<file path="config.mk">
export PLATFORM = sky130hd
export DESIGN_NAME = mfsk_tone_to_byte_demapper_unit
export DESIGN_NICKNAME = d
export VERILOG_FILES = /design/src/sv/mtbd_pkg.sv /design/src/sv/mtbd_bin_search.sv /design/src/sv/mtbd_byte_packer.sv /design/src/sv/mfsk_tone_to_byte_demapper_unit.sv
export SDC_FILE = /design/constraint.sdc
export NUM_CORES = 1
export LEC_CHECK = 0
export BUFFER_PORTS_ARGS = -buffer_cell sky130_fd_sc_hd__buf_4
export CAP_MARGIN = 20
export CORE_MARGIN = 2
export CORE_UTILIZATION = 36
export DETAILED_ROUTE_END_ITERATION = 8
export HOLD_SLACK_MARGIN = 0.12
export SLEW_MARGIN = 20
export SYNTH_ARGS = -nofsm -noshare
export SYNTH_HDL_FRONTEND = slang
export SYNTH_SLANG_ARGS = --single-unit
export TNS_END_PERCENT = 100
</file>
<file path="constraint.sdc">
create_clock -name clk -period 5.35 [get_ports clk]
set_clock_uncertainty 0.15 [all_clocks]
set_input_delay 1.07 -clock clk [delete_from_list [all_inputs] [get_ports clk]]
set_output_delay 1.07 -clock clk [all_outputs]
set_load 0.01 [all_outputs]
</file>
<file path="src/sv/mtbd_pkg.sv">
// Shared types, constants and state codes of the MFSK tone-to-byte demapper.
package mtbd_pkg;

  // Fixed field widths of the stream and configuration ports.
  localparam int FIELD_W       = 16;
  localparam int BYTE_W        = 8;
  localparam int CNT_W         = 4;
  localparam int ACC_BITS_W    = 3;
  localparam int CFG_ADDR_W    = 2;
  localparam int BPT_W         = 4;
  localparam int OUT_TDATA_W   = 16;
  localparam int FREQ_BITS_DEF = 16;

  // Most bits a data tone may carry.
  localparam logic [CNT_W-1:0] MAX_BPT   = 4'd8;
  localparam logic [CNT_W-1:0] FULL_BYTE = 4'd8;

  // Configuration register indexes.
  localparam logic [CFG_ADDR_W-1:0] REG_LOW_FREQ  = 2'd0;
  localparam logic [CFG_ADDR_W-1:0] REG_SPACING   = 2'd1;
  localparam logic [CFG_ADDR_W-1:0] REG_LAST_FREQ = 2'd2;
  localparam logic [CFG_ADDR_W-1:0] REG_BPT       = 2'd3;

  // Input command codes.
  localparam logic CMD_TONE  = 1'b0;
  localparam logic CMD_FLUSH = 1'b1;

  // Sequencer states.
  typedef enum logic [1:0] {
    ST_IDLE,
    ST_SEARCH,
    ST_SHIFT,
    ST_FLUSH
  } mtbd_state_t;

  // Result of one bin search, valid while done is high.
  typedef struct packed {
    logic              done;
    logic              hit;
    logic              data_tone;  // bin two or above
    logic [BYTE_W-1:0] sym;        // low byte of bin minus two, or the bit for bins 0/1
  } srch_res_t;

  // Commands from the sequencer to the byte packer.
  typedef struct packed {
    logic push;
    logic bit_v;
    logic flush;
  } pk_cmd_t;

endpackage

</file>
<file path="src/sv/mtbd_bin_search.sv">
// Iterative bin search: one bin centre compared per cycle by a shared compare unit.
module mtbd_bin_search #(
  parameter int FREQ_BITS = mtbd_pkg::FREQ_BITS_DEF
) (
  input  logic                                       clk,
  input  logic                                       rst_n,
  input  logic                                       start,
  input  logic [((FREQ_BITS < 16) ? FREQ_BITS : 16)-1:0] freq,
  input  logic [((FREQ_BITS < 16) ? FREQ_BITS : 16)-1:0] low_freq,
  input  logic [((FREQ_BITS < 16) ? FREQ_BITS : 16)-1:0] spacing,
  input  logic [((FREQ_BITS < 16) ? FREQ_BITS : 16)-1:0] last_freq,
  output mtbd_pkg::srch_res_t                        res
);
  import mtbd_pkg::*;

  localparam int FW = (FREQ_BITS < 16) ? FREQ_BITS : 16;
  // Centres run up to one spacing past the last centre, plus half a spacing.
  localparam int CW = FW + 2;

  logic          busy_r, busy_nxt;
  logic [CW-1:0] c_r, c_nxt;      // current bin centre
  logic [CW-1:0] ch_r, ch_nxt;    // centre plus half spacing
  logic [CW-1:0] fh_r, fh_nxt;    // frequency plus half spacing
  logic [CW-1:0] f_r, f_nxt;
  logic [CW-1:0] sp_r, sp_nxt;
  logic [FW-1:0] k_r, k_nxt;
  logic [FW-1:0] sp_eff;
  logic [FW-1:0] half;
  logic [FW-1:0] k_m2;
  logic          past_last, above_f, in_win;

  // A zero spacing behaves as one.
  assign sp_eff = (spacing == '0) ? FW'(1) : spacing;
  assign half   = sp_eff >> 1;
  assign k_m2   = k_r - FW'(2);

  // Shared compare unit working on the current centre.
  assign past_last = c_r > CW'(last_freq);
  assign above_f   = fh_r < c_r;
  assign in_win    = f_r <= ch_r;

  always_comb begin
    busy_nxt = busy_r;
    c_nxt    = c_r;
    ch_nxt   = ch_r;
    fh_nxt   = fh_r;
    f_nxt    = f_r;
    sp_nxt   = sp_r;
    k_nxt    = k_r;
    res      = '0;
    if (start) begin
      busy_nxt = 1'b1;
      c_nxt    = CW'(low_freq);
      ch_nxt   = CW'(low_freq) + CW'(half);
      fh_nxt   = CW'(freq) + CW'(half);
      f_nxt    = CW'(freq);
      sp_nxt   = CW'(sp_eff);
      k_nxt    = '0;
    end else if (busy_r) begin
      priority if (past_last || above_f) begin
        busy_nxt = 1'b0;
        res.done = 1'b1;
      end else if (in_win) begin
        busy_nxt      = 1'b0;
        res.done      = 1'b1;
        res.hit       = 1'b1;
        res.data_tone = k_r > FW'(1);
        res.sym       = (k_r > FW'(1)) ? k_m2[BYTE_W-1:0] : {{(BYTE_W-1){1'b0}}, k_r[0]};
      end else begin
        c_nxt  = c_r + sp_r;
        ch_nxt = ch_r + sp_r;
        k_nxt  = k_r + FW'(1);
      end
    end
  end

  always_ff @(posedge clk) begin
    if (!rst_n) begin
      busy_r <= 1'b0;
    end else begin
      busy_r <= busy_nxt;
    end
    c_r  <= c_nxt;
    ch_r <= ch_nxt;
    fh_r <= fh_nxt;
    f_r  <= f_nxt;
    sp_r <= sp_nxt;
    k_r  <= k_nxt;
  end

endmodule

</file>
<file path="src/sv/mtbd_byte_packer.sv">
// Bit accumulator and output register that assembles and holds result bytes.
module mtbd_byte_packer (
  input  logic                                  clk,
  input  logic                                  rst_n,
  input  mtbd_pkg::pk_cmd_t                     cmd,
  output logic                                  can_take,
  output logic                                  out_tvalid,
  input  logic                                  out_tready,
  output logic [mtbd_pkg::OUT_TDATA_W-1:0]      out_tdata,
  output logic                                  out_tuser
);
  import mtbd_pkg::*;

  logic [BYTE_W-1:0]     acc_r, acc_nxt;
  logic [ACC_BITS_W-1:0] nbits_r, nbits_nxt;
  logic                  ov_r, ov_nxt;
  logic [BYTE_W-1:0]     ob_r, ob_nxt;
  logic                  op_r, op_nxt;
  logic [CNT_W-1:0]      oc_r, oc_nxt;
  logic [BYTE_W-1:0]     shifted;
  logic [CNT_W-1:0]      cnt_inc;
  logic                  load;

  // A new result may be loaded when the output register is empty or draining.
  assign can_take = !ov_r || out_tready;
  assign shifted  = {acc_r[BYTE_W-2:0], cmd.bit_v};
  assign cnt_inc  = {1'b0, nbits_r} + CNT_W'(1);

  always_comb begin
    acc_nxt   = acc_r;
    nbits_nxt = nbits_r;
    ob_nxt    = ob_r;
    op_nxt    = op_r;
    oc_nxt    = oc_r;
    load      = 1'b0;
    priority if (cmd.flush) begin
      // Flush emits what is held, right-aligned, then clears.
      if (nbits_r != '0) begin
        load   = 1'b1;
        ob_nxt = acc_r;
        op_nxt = 1'b1;
        oc_nxt = {1'b0, nbits_r};
      end
      acc_nxt   = '0;
      nbits_nxt = '0;
    end else if (cmd.push) begin
      if (cnt_inc == FULL_BYTE) begin
        load      = 1'b1;
        ob_nxt    = shifted;
        op_nxt    = 1'b0;
        oc_nxt    = FULL_BYTE;
        acc_nxt   = '0;
        nbits_nxt = '0;
      end else begin
        acc_nxt   = shifted;
        nbits_nxt = cnt_inc[ACC_BITS_W-1:0];
      end
    end else begin
      load = 1'b0;
    end
    // Output valid: set on load, cleared when the beat is taken.
    if (load) begin
      ov_nxt = 1'b1;
    end else if (out_tready) begin
      ov_nxt = 1'b0;
    end else begin
      ov_nxt = ov_r;
    end
  end

  always_ff @(posedge clk) begin
    if (!rst_n) begin
      acc_r   <= '0;
      nbits_r <= '0;
      ov_r    <= 1'b0;
    end else begin
      acc_r   <= acc_nxt;
      nbits_r <= nbits_nxt;
      ov_r    <= ov_nxt;
    end
    ob_r <= ob_nxt;
    op_r <= op_nxt;
    oc_r <= oc_nxt;
  end

  assign out_tvalid = ov_r;
  assign out_tdata  = {{(OUT_TDATA_W-BYTE_W-CNT_W){1'b0}}, oc_r, ob_r};
  assign out_tuser  = op_r;

endmodule

</file>
<file path="src/sv/mfsk_tone_to_byte_demapper_unit.sv">
// Top level of the MFSK tone-to-byte demapper: registers, sequencer and units.
//
//  Channel  Direction  Content
//  in_      slave      tdata: freq_hz[15:0]; tuser: cmd
//  out_     master     tdata: byte_value[7:0], bit_count[11:8]; tuser: is_partial
//  cfg_     write      addr: register index; wdata: value
//
// A tone is accepted in the idle state and starts the bin search, whose compare unit
// tries one bin centre per cycle; the tone's bits are then shifted out one per cycle
// (one for bins 0/1, up to eight). A miss ends at the first centre above the tone or
// past the last centre. A flush passes through the flush state to the packer. Reset
// is synchronous and active low; it clears the accumulator and sets the registers to
// their reset values. A completed byte waits in the output register while the next
// item is taken; each shifted bit and each flush waits while that register holds a
// byte that out_tready has not yet taken.
module mfsk_tone_to_byte_demapper_unit #(
  parameter int FREQ_BITS = mtbd_pkg::FREQ_BITS_DEF
) (
  input  logic                                 clk,
  input  logic                                 rst_n,
  input  logic                                 in_tvalid,
  output logic                                 in_tready,
  input  logic [mtbd_pkg::FIELD_W-1:0]         in_tdata,   // freq_hz[15:0]
  input  logic                                 in_tuser,   // cmd
  output logic                                 out_tvalid,
  input  logic                                 out_tready,
  output logic [mtbd_pkg::OUT_TDATA_W-1:0]     out_tdata,  // byte_value[7:0], bit_count[11:8]
  output logic                                 out_tuser,  // is_partial
  input  logic                                 cfg_we,
  input  logic [mtbd_pkg::CFG_ADDR_W-1:0]      cfg_addr,
  input  logic [mtbd_pkg::FIELD_W-1:0]         cfg_wdata
);
  import mtbd_pkg::*;

  localparam int FW = (FREQ_BITS < 16) ? FREQ_BITS : 16;

  logic [FW-1:0]     low_r, sp_r, last_r;
  logic [BPT_W-1:0]  bpt_r;
  mtbd_state_t       state_r, state_nxt;
  logic [BYTE_W-1:0] sym_r, sym_nxt;
  logic [CNT_W-1:0]  cnt_r, cnt_nxt;
  logic [CNT_W-1:0]  bpt_eff;
  logic [CNT_W-1:0]  cnt_m1;
  logic              accept;
  logic              start;
  srch_res_t         res;
  pk_cmd_t           pk;
  logic              can_take;

  // Configuration registers.
  always_ff @(posedge clk) begin
    if (!rst_n) begin
      low_r  <= '0;
      sp_r   <= FW'(1);
      last_r <= '0;
      bpt_r  <= BPT_W'(1);
    end else if (cfg_we) begin
      unique case (cfg_addr)
        REG_LOW_FREQ:  low_r  <= cfg_wdata[FW-1:0];
        REG_SPACING:   sp_r   <= cfg_wdata[FW-1:0];
        REG_LAST_FREQ: last_r <= cfg_wdata[FW-1:0];
        REG_BPT:       bpt_r  <= cfg_wdata[BPT_W-1:0];
      endcase
    end
  end

  assign bpt_eff   = (bpt_r > MAX_BPT) ? MAX_BPT : bpt_r;
  assign in_tready = (state_r == ST_IDLE);
  assign accept    = in_tvalid && in_tready;
  assign cnt_m1    = cnt_r - CNT_W'(1);

  // Sequencer: next state and unit commands.
  always_comb begin
    state_nxt = state_r;
    sym_nxt   = sym_r;
    cnt_nxt   = cnt_r;
    start     = 1'b0;
    pk        = '0;
    unique case (state_r)
      ST_IDLE: begin
        if (accept) begin
          if (in_tuser == CMD_FLUSH) begin
            state_nxt = ST_FLUSH;
          end else begin
            start     = 1'b1;
            state_nxt = ST_SEARCH;
          end
        end
      end
      ST_SEARCH: begin
        if (res.done) begin
          sym_nxt = res.sym;
          cnt_nxt = res.data_tone ? bpt_eff : CNT_W'(1);
          if (res.hit && (!res.data_tone || bpt_eff != '0)) begin
            state_nxt = ST_SHIFT;
          end else begin
            state_nxt = ST_IDLE;
          end
        end
      end
      ST_SHIFT: begin
        // Bits go out MSB first, one per cycle while the packer can take them.
        if (can_take) begin
          pk.push  = 1'b1;
          pk.bit_v = sym_r[cnt_m1[ACC_BITS_W-1:0]];
          cnt_nxt  = cnt_m1;
          if (cnt_m1 == '0) begin
            state_nxt = ST_IDLE;
          end
        end
      end
      ST_FLUSH: begin
        if (can_take) begin
          pk.flush  = 1'b1;
          state_nxt = ST_IDLE;
        end
      end
    endcase
  end

  always_ff @(posedge clk) begin
    if (!rst_n) begin
      state_r <= ST_IDLE;
    end else begin
      state_r <= state_nxt;
    end
    sym_r <= sym_nxt;
    cnt_r <= cnt_nxt;
  end

  mtbd_bin_search #(
    .FREQ_BITS(FREQ_BITS)
  ) u_search (
    .clk       (clk),
    .rst_n     (rst_n),
    .start     (start),
    .freq      (in_tdata[FW-1:0]),
    .low_freq  (low_r),
    .spacing   (sp_r),
    .last_freq (last_r),
    .res       (res)
  );

  mtbd_byte_packer u_packer (
    .clk        (clk),
    .rst_n      (rst_n),
    .cmd        (pk),
    .can_take   (can_take),
    .out_tvalid (out_tvalid),
    .out_tready (out_tready),
    .out_tdata  (out_tdata),
    .out_tuser  (out_tuser)
  );

endmodule

</file>
=== Word level (Yosys, flattened, before mapping) ===
Index checks and enable logic that the tools add are counted.

* Flip-flop bits (word level): 194
* Bits in latches: 0
* Bits in writable memories: 0
* Memory bits (read-only): 0
* Input port bits: 40
* Output and inout bits: 19
* Word-level logic and storage cells: 149
* Memories: 0

* $add $sub $neg: 8
* Multipliers: 0
* Divide/modulo/power cells: 0
* $lt $le $gt $ge: 6
* Equal/unequal tests: 15
* Shift operators: 0
* Muxes and demuxes: 61
* Bitwise logic cells: 5
* Reductions and logical operators: 31

{| class="wikitable"
|+ Operators with widths
! cell !! count
|-
| 2-to-1 mux 16 bit || 5
|-
| 2-to-1 mux 18 bit || 4
|-
| 2-to-1 mux 8 bit || 6
|-
| adder 18 x 16 -> 18 bit || 2
|-
| adder 16 x 15 -> 17 bit || 2
|-
| 2-to-1 mux 11 bit || 3
|-
| 2-to-1 mux 4 bit || 8
|-
| 2-to-1 mux 1 bit || 21
|-
| greater-than comparator 18 x 16 -> 1 bit || 1
|-
| less-or-equal comparator 16 x 18 -> 1 bit || 1
|-
| < comparator 18 bit || 1
|-
| 2-to-1 mux 2 bit || 9
|-
| adder 16 x 1 -> 16 bit (second input constant) || 1
|-
| greater-than comparator 16 x 1 -> 1 bit (second input constant) || 1
|-
| zero test 16 bit || 1
|-
| inequality test 2 bit (second input constant) || 6
|-
| AND reduction 3 bit || 4
|-
| 2-to-1 mux 10 bit || 1
|-
| AND reduction 2 bit || 5
|-
| nonzero test 2 bit || 5
|-
| equality test 2 bit (second input constant) || 4
|-
| one-hot mux 2 bit (4 select lines) || 1
|-
| one-hot mux 4 bit (2 select lines) || 1
|-
| subtractor 8 x 2 -> 8 bit (second input constant) || 1
|-
| other kinds (21) || 32
|}

=== Depth between registers and ports, before layout ===
* Depth after elaboration: 12
* Gate-level depth with buffers: 13
* Mapped depth without buffers: 12

=== Modules after synthesis ===
From an unflattened synthesis, not the netlist that was laid out.

* Cells, all modules: 1,228
* Area, all modules: 11,850.1 µm²

{| class="wikitable"
|+ Modules (own cells, without submodules)
! module !! instances !! cells each !! area each (µm²)
|-
| mtbd_bin_search || 1 || 855 || 8,050.2
|-
| mfsk_tone_to_byte_demapper_unit || 1 || 284 || 2,728.9
|-
| mtbd_byte_packer || 1 || 89 || 1,071.0
|}

=== Worst setup path after synthesis ===
Ideal clock, no wire load.

* Kind: reg-to-reg
* From: register u_search.c_r[11]
* To: register u_search.c_r[0], enable pin
* Library setup time: 0.474 ns
* Data arrival time: 4.197 ns
* Path slack: 0.529 ns
* Stages on the path, launching flop included: 10
* Cell sequence: edfxtp_1 -> ha_1 -> a21o_1 -> a21o_1 -> a21oi_2 -> a2bb2oi_2 -> and4_1 -> a32oi_1 -> buf_6 -> o21ai_0

* Cells in the longest elaborated chain, start to end: 4
* Elaborated cells between the ends (all ways): 5
* Classes of those cells: order compare (2); eq/ne (1); reduce/logical (2)

{| class="wikitable"
|+ RTL lines
! element !! RTL line !! source
|-
| start: declaration || mtbd_bin_search.sv:21 || <nowiki>logic [CW-1:0] c_r, c_nxt;</nowiki>
|-
| start signal: assignment || mtbd_bin_search.sv:83 || <nowiki>c_r <= c_nxt;</nowiki>
|-
| greater-than comparator 18 x 16 -> 1 bit / < comparator 18 bit (equally long branches) || mtbd_bin_search.sv:38, mtbd_bin_search.sv:39 ||
|-
| logical OR 1 bit (*) || mtbd_bin_search.sv:60 || <nowiki>priority if (past_last || above_f) begin</nowiki>
|-
| inequality test 2 bit (no source line) (*) || - ||
|-
| AND reduction 3 bit (no source line) (*) || - ||
|}

Mark *: on every way between the ends. The rest lies on a longest branch, timed or not.
A chain may end at the register's enable or synchronous reset.

=== Final worst setup path ===
* From: register u_search.ch_r[13]
* To: register u_search.ch_r[10], enable pin

* Cells in the longest elaborated chain, start to end: 3

{| class="wikitable"
|+ RTL lines
! element !! RTL line !! source
|-
| start: declaration || mtbd_bin_search.sv:22 || <nowiki>logic [CW-1:0] ch_r, ch_nxt;</nowiki>
|-
| start signal: assignment || mtbd_bin_search.sv:84 || <nowiki>ch_r <= ch_nxt;</nowiki>
|-
| less-or-equal comparator 16 x 18 -> 1 bit || mtbd_bin_search.sv:40 || <nowiki>assign in_win = f_r <= ch_r;</nowiki>
|-
| inequality test 2 bit (no source line) || - ||
|-
| AND reduction 3 bit (no source line) || - ||
|}

Every way passes these cells.

==> qor.yml <==
final_layout:
  fin_util: 0.409
  nets: 1450
  fillers: 3130
  multiInputGateArea_mm2: 0.00614
  regArea_mm2: 0.00494
  area_growth_pct: 11.4
  drive_gt1_frac: 0.0901
  num_antenna_cells: 0
timing:
  relSlewSlack: 0.347
  hold_viol: 0
  finalMaxSlewViolations: 0
  finalSetupViolCount: 0
  fmax_mhz: 253
  worstMarginPinSlew_ns: 0.954
  period_minus_slack_ns: 3.95
  rsz0062_at_grt: "no"
  fin_setup_tns_ns: 0
  timing.hold.ws_ns: 0.315
  post-route-period-util: 0.738
synth:
  ys_async_sr_fraction: 0
  synth_most_common_cell: "nand2_1"
  yosys_warnings: 0
  ys_seq_area_frac: 0.425
  synth_flop_cell: "edfxtp_1"
  synth_cell_type_count: 75
  netlist_area_mm2: 0.0116
  postSynthCellCount: 1260
  synth_enable_flop_cells: 108
  syn_avg_cell_area_um2: 9.24
  synth_common_cells: "nand2_1, ha_1, edfxtp_1, inv_1, nor2_1"
  synth_top_area_frac: 0.278
  synth_top_cell_by_area: "edfxtp_1"
  synth_seq_cells: 193
  ys_top_cells_by_area: "edfxtp_1, dfxtp_1, ha_1"
detailed_routing:
  drc: 0
  wl_um: 29300
  dr_total_vias: 8950
  wl_per_cell_um: 17.2
  vias_per_cell: 5.26
  drt_iter0_drc: 666
  ant_nets: 0
  firstDrtPassIters: 5
cts:
  cts.sinks: 193
  clock_latency_ns: 0.45
  root_buffer: "clkbuf_16"
  hold_buffers: 0
  numCtsBuffers: 17
  cts.clk_slew.worst_paths_ns: 0.07
  cts_resized: 0
  cts_setup_buffers: 0
  cts_tree: "built"
  clockBufferDepth: 2
  htreeDepth: 4
global_route:
  grt_pass1_wl_um: 45800
  antenna_found_initial: 0
  grt_max_degree: 58
  grt_pass1_vias: 8348
  grt_overflow: 0
  grt_use_total: 0.176
hold_path:
  hp-class: "register to register"
critical_path:
  critPathMaxFanout: 22
  cp_data_arrival_time_ns: 3.92
  critPathLaunchType: "register"
  worstSetupEndpointType: "register"
  required_ns: 5.33
  criticalPathCategory: "register to register"
die:
  start_util: 0.367
  boundaryPins: 59
  die_h_um: 184
  core.rowCount: 65
  coreArea_mm2: 0.0317
  fp.dieArea_mm2: 0.0338
  die_width_um: 184
pwr:
  power_density_mw_per_mm2: 269
  p_leak_nw: 5.28
  worst_ir_drop_vdd_v: 0.000226
placement:
  port_buffers: 54
  dpl.hpwl_um: 22200
  place_congestion: 0.854
flow_run:
  cap_violations: 0
status:
  outcome: "finished, final reports clean"
==> cells in the final DEF (no fill, tap or decap), drive strengths merged, types with 6 or more instances in the layout <==
master  instances
nand3          24
a21oi          84
a21o           18
a31oi           9
and3           11
edfxtp        108
mux2i          10
nor2           94
nor4            8
clkbuf         22
xor2           18
nand4          11
xnor2          43
inv           100
nor2b          13
dfxtp          85
a21boi         44
ha            120
o21ai          42
nor3           35
or3             6
and2            8
nand2b         17
nand2         206
buf            61
o21a           11
a211oi          7
o31ai           7
==> final timing paths <==
| check | from | endpoint | slack, ns | cells past startpoint |
|---|---|---|---|---|
| setup / recovery | u_search.ch_r[13] | u_search.ch_r[10] | 1.40 | 9 |
| hold / removal | u_packer.acc_r[7] | u_packer.acc_r[7] | 0.31 | 2 |
| setup reg to reg | u_search.ch_r[13] | u_search.ch_r[10] | 1.40 | 9 |
| hold reg to reg | u_packer.acc_r[7] | u_packer.acc_r[7] | 0.31 | 2 |
==> metal layers <==
metal  vias to the layer above  global-route usage  wire length, um
met2                       187               0.275            13200
met5                         -                   0                0
li1                       4461                   -                -
met1                      4278               0.252            14300
met3                        24              0.0271             1230
met4                         0              0.0502              483
==> power breakdown <==
group	switching, mW	internal, mW	leakage, nW	total (mW)
Sequential	0.0491	1.64	1.68	1.69
Clock	0.606	0.644	0.280	1.25
Combinational	0.320	0.226	3.32	0.547
Total	0.976	2.51	5.28	3.49
==> state kept, by name (all words and copies together), names as in the netlist <==
name,count
u_packer.acc_r,8
bpt_r,4
u_packer.ob_r,8
last_r,16
u_search.fh_r,17
u_packer.nbits_r,3
u_search.k_r,16
sym_r,8
state_r,2
u_search.sp_r,16
u_packer.out_tvalid,1
u_search.f_r,16
cnt_r,4
u_search.ch_r,18
low_r,16
u_search.c_r,18
u_packer.out_tuser,1
u_search.busy_r,1
sp_r,16
u_packer.oc_r,4
==> area by class of cell <==
cell class	count	share of cell area
clock inverters	10	0.00714
clock buffers	22	0.0361
flip-flops and latches	193	0.381
well taps	402	0.0388
repair buffers	61	0.0363
inverters	94	0.0273
multi-input cells	919	0.473
==> worst max-delay path: stages (launching register included) <==
cell      delay [ns]
edfxtp_1        0.36
inv_1           0.05
ha_1            0.28
nand4_1         0.09
nor4_1          0.61
nand2_1         0.10
o21ai_1         0.33
nand3_1         0.47
o21ai_4         0.79
buf_4           0.39
==> cells by family (layout without fill, tap and decap cells) <==
kind of cell / count (synthesis) / in the layout / share of synthesized area
adder cells (fa/ha/maj): 124 / 124 / 0.136
other: 1 / 4 / 0.000322
AO/OA/AOI/OAI: 271 / 271 / 0.155
AND/OR/NAND/NOR: 447 / 447 / 0.175
multiplexers: 12 / 12 / 0.0125
XOR/XNOR: 61 / 61 / 0.0459
flip-flops: 193 / 193 / 0.425
buffers and inverters: 151 / 187 / 0.0508
==> metrics by stage <==
stage | total power [mW] | std cells | area, um2 | setup WS, ns
6_report | 3.49 | 1701 | 13000 | 1.40
2_1_floorplan | 2.10 | 1263 | 11700 | 0.529
4_1_cts | 3.51 | 1701 | 13000 | 1.44
3_3_place_gp | 2.25 | 1669 | 12400 | 1.51
3_5_place_dp | 2.26 | 1669 | 12400 | 1.45
5_1_grt | 3.65 | 1701 | 13000 | 1.10
No activity file was read; power rests on OpenSTA's default activity.
